===== src/plti_pkg.sv =====
package plti_pkg;

	// Table geometry.
	localparam int TABLE_DEPTH = 256;
	localparam int ADDR_W      = $clog2(TABLE_DEPTH);

	// Field widths fixed by the interface.
	localparam int IDX_W  = 8;
	localparam int E_W    = 24;
	localparam int F_W    = 32;
	localparam int CNT_W  = 9;
	localparam int OUT_W  = 34;
	localparam int SEG_W  = 8;

	// Arithmetic widths.
	localparam int DF_W     = F_W + 1;
	localparam int DE_W     = E_W + 1;
	localparam int NUM_W    = DF_W + DE_W;
	localparam int Q_W      = NUM_W + 1;
	localparam int SUM_W    = Q_W + 1;
	localparam int DIV_CNT_W = $clog2(NUM_W);
	localparam int WORD_W   = E_W + F_W;

	localparam logic [CNT_W-1:0] CNT_RESET = CNT_W'(2);

	localparam logic signed [OUT_W-1:0] OUT_MAX = {1'b0, {(OUT_W-1){1'b1}}};
	localparam logic signed [OUT_W-1:0] OUT_MIN = {1'b1, {(OUT_W-1){1'b0}}};

	localparam logic OP_LOAD  = 1'b0;
	localparam logic OP_QUERY = 1'b1;

	typedef struct packed {
		logic              load_wr;
		logic              query_start;
		logic [ADDR_W-1:0] rd_addr;
		logic              shift;
		logic              hit_cap;
		logic              above_cap;
		logic [ADDR_W-1:0] idx;
		logic              mul;
		logic              div_start;
		logic              sign;
		logic              out_load;
		logic              out_zero;
	} dp_cmd_t;

	typedef struct packed {
		logic hit;
		logic zero_width;
		logic div_done;
	} dp_stat_t;

endpackage


===== src/plti_ctrl.sv =====
module plti_ctrl (
	input  logic                          clk,
	input  logic                          arst_n,
	input  logic                          in_valid,
	output logic                          in_ready,
	input  logic                          op,
	output logic                          out_valid,
	input  logic                          out_ready,
	input  logic                          cfg_we,
	input  logic [plti_pkg::CNT_W-1:0]    cfg_wdata,
	output plti_pkg::dp_cmd_t             cmd,
	input  plti_pkg::dp_stat_t            stat
);

	typedef enum logic [2:0] {
		S_IDLE,
		S_SCAN,
		S_MUL,
		S_DSTART,
		S_DIV,
		S_SIGN,
		S_FINISH
	} state_t;

	state_t                       state_q;
	logic [plti_pkg::ADDR_W-1:0]  idx_q;
	logic [plti_pkg::ADDR_W-1:0]  last_q;
	logic [plti_pkg::CNT_W-1:0]   cfg_q;
	logic                         zero_q;
	logic                         out_valid_q;
	logic [31:0]                  n_used;

	// Clamp the configured count to the legal range of the table.
	always_comb begin
		n_used = 32'(cfg_q);
		if (n_used < 32'd2) begin
			n_used = 32'd2;
		end
		if (n_used > plti_pkg::TABLE_DEPTH) begin
			n_used = plti_pkg::TABLE_DEPTH;
		end
	end

	always_comb begin
		cmd         = '0;
		cmd.idx     = idx_q;
		cmd.rd_addr = '0;
		case (state_q)
			S_IDLE: begin
				if (in_valid) begin
					if (op == plti_pkg::OP_LOAD) begin
						cmd.load_wr = 1'b1;
					end else begin
						cmd.query_start = 1'b1;
					end
				end
			end
			S_SCAN: begin
				cmd.shift   = 1'b1;
				cmd.rd_addr = idx_q + plti_pkg::ADDR_W'(1);
				if (idx_q != '0) begin
					if (stat.hit) begin
						cmd.hit_cap = 1'b1;
					end else if (idx_q == last_q) begin
						cmd.above_cap = 1'b1;
					end
				end
			end
			S_MUL: begin
				cmd.mul = !stat.zero_width;
			end
			S_DSTART: begin
				cmd.div_start = 1'b1;
			end
			S_SIGN: begin
				cmd.sign = 1'b1;
			end
			S_FINISH: begin
				cmd.out_load = !out_valid_q || out_ready;
				cmd.out_zero = zero_q;
			end
			default: begin
				cmd = '0;
			end
		endcase
	end

	always_ff @(posedge clk or negedge arst_n) begin
		if (!arst_n) begin
			state_q     <= S_IDLE;
			idx_q       <= '0;
			last_q      <= '0;
			cfg_q       <= plti_pkg::CNT_RESET;
			zero_q      <= 1'b0;
			out_valid_q <= 1'b0;
		end else begin
			if (cfg_we) begin
				cfg_q <= cfg_wdata;
			end
			if (out_valid_q && out_ready) begin
				out_valid_q <= 1'b0;
			end
			case (state_q)
				S_IDLE: begin
					if (in_valid) begin
						if (op == plti_pkg::OP_LOAD) begin
							zero_q  <= 1'b1;
							state_q <= S_FINISH;
						end else begin
							zero_q  <= 1'b0;
							idx_q   <= '0;
							last_q  <= plti_pkg::ADDR_W'(n_used - 32'd1);
							state_q <= S_SCAN;
						end
					end
				end
				S_SCAN: begin
					if (idx_q != '0 && stat.hit) begin
						state_q <= S_MUL;
					end else if (idx_q != '0 && idx_q == last_q) begin
						state_q <= S_FINISH;
					end else begin
						idx_q <= idx_q + plti_pkg::ADDR_W'(1);
					end
				end
				S_MUL: begin
					state_q <= stat.zero_width ? S_FINISH : S_DSTART;
				end
				S_DSTART: begin
					state_q <= S_DIV;
				end
				S_DIV: begin
					if (stat.div_done) begin
						state_q <= S_SIGN;
					end
				end
				S_SIGN: begin
					state_q <= S_FINISH;
				end
				S_FINISH: begin
					if (!out_valid_q || out_ready) begin
						out_valid_q <= 1'b1;
						state_q     <= S_IDLE;
					end
				end
				default: begin
					state_q <= S_IDLE;
				end
			endcase
		end
	end

	assign in_ready  = state_q == S_IDLE;
	assign out_valid = out_valid_q;

endmodule


===== config.mk =====
export PLATFORM = sky130hd
export DESIGN_NAME = plti_ctrl
export DESIGN_NICKNAME = d
export VERILOG_FILES = /design/src/plti_pkg.sv /design/src/plti_ctrl.sv
export SDC_FILE = /design/constraint.sdc
export NUM_CORES = 1
export LEC_CHECK = 0
export ABC_CLOCK_PERIOD_IN_PS = 2900
export BUFFER_PORTS_ARGS = -buffer_cell sky130_fd_sc_hd__buf_2
export CELL_PAD_IN_SITES_DETAIL_PLACEMENT = 0
export CELL_PAD_IN_SITES_GLOBAL_PLACEMENT = 1
export CORE_UTILIZATION = 40
export DETAILED_ROUTE_END_ITERATION = 12
export PLACE_DENSITY = 0.79
export RECOVER_POWER = 25
export SYNTH_ARGS = -nofsm -noshare
export SYNTH_HDL_FRONTEND = slang
export SYNTH_SLANG_ARGS = --single-unit

===== constraint.sdc =====
create_clock -name clk -period 2.9 [get_ports clk]
set_input_delay 0.145 -clock clk [delete_from_list [all_inputs] [get_ports clk]]
set_output_delay 0.145 -clock clk [all_outputs]
set_load 0.005 [all_outputs]

Word-level counts from Yosys, hierarchy flattened --
Cells that the tools add are included.
Storage, ports and cells: word-level logic and storage cells 70, memories 0, output and inout port bits 28, ROM bits 0, bits in latches 0, register bits after elaboration 30, input port bits 18, RAM bits 0
Cells by class: reduce and logical (&&, ||, !) cells 14, div/mod/pow operators 0, shift-type cells 0, multiplexer cells 32, eq/ne operators 14, add/sub/neg operators 2, bitwise gates (word level) 0, multiply operators 0, $lt $le $gt $ge 2
Operators with widths (count):
- 8-bit 2-to-1 mux | 6
- 3-bit 2-to-1 mux | 7
- 3-bit case mux with 7 select lines | 1
- 8-bit case mux with 2 select lines | 1
- 1-bit 2-to-1 mux | 11
- 11-bit 2-to-1 mux | 1
- 2-bit != test, second input constant | 5
- 3-bit == test, second input constant | 3
- 9-bit greater-than comparator, second input constant | 1
- 9-bit by 2-bit less-than comparator with 1-bit output, second input constant | 1
- 9-bit 2-to-1 mux | 1
- 8-bit by 1-bit adder with 8-bit output, second input constant | 1
- 8-bit == test | 1
- 2-bit 2-to-1 mux | 4
- 8-bit nonzero test | 1
- 8-bit by 1-bit subtractor with 8-bit output, second input constant | 1
- 3-bit by 2-bit == test with 1-bit output, second input constant | 2
- 6-bit OR reduction | 1
- 5-bit AND reduction | 1
- 4-bit AND reduction | 1
- 3-bit by 1-bit == test with 1-bit output, second input constant | 1
- 1-bit logical AND | 3
- 3-bit logical NOT | 1
- 3-bit != test, second input constant | 1
- other kinds (6) | 7

Longest topological paths before layout --
depth in word-level cells 5, gate-level depth with buffers 9, mapped depth without buffers 9

Worst setup path after synthesis --
Ideal clock, no wire load.
kind register to register, from reg cfg_q[3] in the netlist's numbering, to reg last_q[4] in the netlist's numbering, stages on the path, launching flop included 9, buffers on the path 0, data arrival time 1.913 ns, setup time 0.118 ns, setup slack 0.869 ns, required time 2.782 ns, period minus slack after synthesis 2.031 ns, cell sequence dfrtp_1 -> nor3_1 -> nand2_1 -> o211ai_1 -> ha_1 -> inv_1 -> o311ai_0 -> a21oi_1 -> a21o_1
Between the ends: cells in the longest elaborated chain, start to end 5
RTL lines:
- start, declared | line plti_ctrl.sv:28 | logic [plti_pkg::CNT_W-1:0] cfg_q;
- start signal, assigned | line plti_ctrl.sv:93 | cfg_q <= plti_pkg::CNT_RESET;
- start signal, assigned | line plti_ctrl.sv:98 | cfg_q <= cfg_wdata;
- 9-bit by 2-bit less-than comparator with 1-bit output | line plti_ctrl.sv:36 | if (n_used < 32'd2) begin
- 9-bit 2-to-1 mux (*) | line plti_ctrl.sv:36
- 9-bit greater-than comparator | line plti_ctrl.sv:39 | if (n_used > plti_pkg::TABLE_DEPTH) begin
- 8-bit 2-to-1 mux (*) | line plti_ctrl.sv:39
- 8-bit by 1-bit subtractor with 8-bit output (*) | line plti_ctrl.sv:112 | last_q <= plti_pkg::ADDR_W'(n_used - 32'd1);
- end signal, assigned | line plti_ctrl.sv:112
- end, declared | line plti_ctrl.sv:27 | logic [plti_pkg::ADDR_W-1:0] last_q;
Mark *: on every way between the ends. The rest lies on a longest branch, timed or not. A chain may end at the register's enable or synchronous reset.

==> summary.txt <==
Route
  – Routed vias: 1528
  – Avg WL per Cell: 13.3 um
  – DRC viols: 0
  – Via density: 5.18
  – DR pass1 iterations: 4
  – Final wirelength: 3930 um
  – DRT antenna net count: 0
  – Starting DRT DRC Count: 84

Timing
  – Max Fclk: 450 MHz
  – Final hold vios: 0
  – Setup ws final: 0.677 ns
  – Rel. slew slack: -4.91%
  – Final Slew Violations: 31
  – Unrepaired setup endpoints after global routing: false
  – Final Cycle Share: 76.6%
  – Min cycle time layout: 2.22 ns
  – Layout Skew: 0.00134 ns
  – Hold WS: 0.0634 ns
  – Final setup violation count: 0
  – Final TNS setup: 0 ns
  – Worst slew pin tran: 1.57 ns

Cells and area
  – Post-route insts no fill: 295
  – Share of cells above drive strength 1: 31.7%
  – Area Overhead vs Synth: 19.1%
  – Fin area: 2230 um2
  – Final net count: 263
  – Filler instances: 439
  – Multi-input logic area: 1010 um2
  – # diodes: 0
  – Reg area: 752 um2

Run status
  – Status: finished, violations left
  – Failing checks: capacitance limit, slew limit

Worst setup path
  – CP max-delay cell: dfrtp_1
  – CP Capture Type: primary output
  – Worst EP arrival: 2.08 ns
  – Crit path cell chain: inv_1, ha_1, nor4b_2, nand2_1, and3_1, nor3b_1, buf_2
  – Critical Path RT: 2.76 ns
  – Crit-path max cell delay: 0.49 ns
  – Crit start category: register
  – Setup CP Type: reg2out
  – Max FO, Critical Path: 8

Die
  – Core area: 4410 um2
  – DIE AREA: 4950 um2
  – Initial Utilization: 42.4%
  – I/O pins: 46
  – Die W: 70.4 um
  – Die Ht: 70.4 um
  – Number of placement rows: 24

Synth
  – Post-Syn Area: 1870 um2
  – Top cell type's share of synthesized area: 38.8%
  – Post-synth EDFFs: 0
  – Count of cell types in the netlist: 42
  – Synth Instances: 196
  – Mapped Avg Cell Area: 9.54 um2
  – Synth async-reset ratio: 100%
  – Warnings, synthesis: 0
  – Syn Nets: 217
  – Top_reg_cell synth: dfrtp_1
  – Top post-synthesis cells by area: dfrtp_1 (39%), xor2_1 (6.6%), mux2_4 (6.4%)
  – Synth area leader: dfrtp_1
  – Post-synth top cells: dfrtp_1 (29), nor2_1 (20), nand2_1 (18)
  – Yosys reg bits: 30
  – Count leader, synth: dfrtp_1
  – Sequential-to-total area share from yosys stat: 40.2%

CTS
  – TritonCTS clock tree: built
  – CTS Buf Count: 5
  – Root buffer cell: clkbuf_8
  – H-Tree Depth: 2
  – Post-CTS Resized: 0
  – Clk buf depth: 2
  – Worst-Skew Late Latency: 0.29 ns
  – CTS sink cnt: 30
  – Clk pin slew, worst setup/hold paths: 0.06 ns

Global route
  – Largest net degree at the start of global routing: 31
  – Total GRT Usage: 17.4%
  – Antenna violations before repair: 0
  – Total gr overflow: 0
  – Number of global-route vias before repair: 1466
  – First-pass GRT wire length: 6730 um

Job
  – Max-cap violations: 1

Min path
  – Hold Crit Class: in2reg

Placement
  – Post-DP Area: 2100 um2
  – Setup WS pre-CTS: 0.722 ns
  – # port buffers: 45
  – RePlAce Congestion: 0.797
  – Placed insts: 286
  – Final HPWL DP: 2940 um

Pwr
  – Maximum VDD drop: 0.000306 V
  – Pwr Density: 753 nW/um2
  – Pleak: 1.14 nW
==> stage by stage <==
| stage | power (mW) | util [%] |
|---|---|---|
| 2_1_floorplan | 1.08 | - |
| 3_3_place_gp | 1.24 | 47.6 |
| 3_5_place_dp | 1.25 | 47.6 |
| 4_1_cts | 1.69 | 50.5 |
| 5_1_grt | 1.80 | 50.5 |
| 6_report | 1.68 | 50.5 |
==> layer usage <==
layer,GRT usage (%),up-vias,part of all wire (%)
met2,28.1,43,46
met4,7.33,0,1.8
li1,-,773,-
met5,0,-,0
met3,3.75,8,4.2
met1,22.3,704,48
==> cell families after synthesis <==
logic type / Yosys count / share of synthesized area (%)
mux: 17 / 11.8
fa+ha+maj: 3 / 2.01
buf+inv: 18 / 5.95
xor+xnor: 17 / 7.96
flops: 30 / 40.2
simple gates: 78 / 20.7
compound gates: 33 / 11.4
==> power by group <==
group | total [mW] | switching [mW] | internal, mW
clock | 0.441 | 0.161 | 0.280
sequential | 0.647 | 0.121 | 0.527
combinational | 0.589 | 0.319 | 0.270
==> cell usage in the layout, fill, tap and decap left out, types with 3 or more instances in the layout <==
cell type,instances
nor3_1,8
inv_1,7
nand2_1,18
buf_2,44
nand3_1,8
nor2_1,20
mux2_4,8
a31oi_1,3
and3_1,5
dfrtp_1,29
xor2_1,14
nand2b_1,3
ha_1,3
buf_4,3
a21oi_1,8
and2_1,6
o21ai_0,10
xnor2_1,3
clkbuf_8,6
mux2_2,8
==> registers in the layout, summed over array words and instances (netlist names) <==
signal,cells
cfg_q,9
idx_q,8
zero_q,1
state_q,3
last_q,8
out_valid,1
==> worst paths after layout <==
check	from	cells past startpoint	slack (ns)	end
setup / recovery	idx_q[0]	7	0.68	cmd[13]
hold / removal	cfg_wdata[8]	3	0.06	cfg_q[8]
setup reg to reg	cfg_q[6]	8	0.70	last_q[4]
hold reg to reg	zero_q	1	0.48	zero_q
max in group asynchronous	arst_n	2	1.20	cfg_q[6]
min in group asynchronous	arst_n	2	0.78	idx_q[6]
==> timing repair <==
action / CTS / global route
hold endpoints to repair: 29 / 0
setup buffers: 0 / 0
hold buffers: 1 / 0
==> worst max-delay path, delay by kind of cell, from the launching register on <==
kind / cells / cell delay, ns
buffers and inverters: 2 / 0.26
AND/OR/NAND/NOR: 4 / 0.82
adder cells (fa/ha/maj): 1 / 0.20
flip-flops: 1 / 0.49
==> area by class of cell <==
type | instances | area share [%]
Tap cell | 52 | 2.92
Clock buffer | 7 | 3.88
Inverter | 8 | 1.35
Timing Repair Buffer | 49 | 11.5
Multi-Input combinational cell | 148 | 45.2
Sequential cell | 30 | 33.8
Clock inverter | 1 | 1.35
Note: power is estimated with default switching activity, not from simulation.
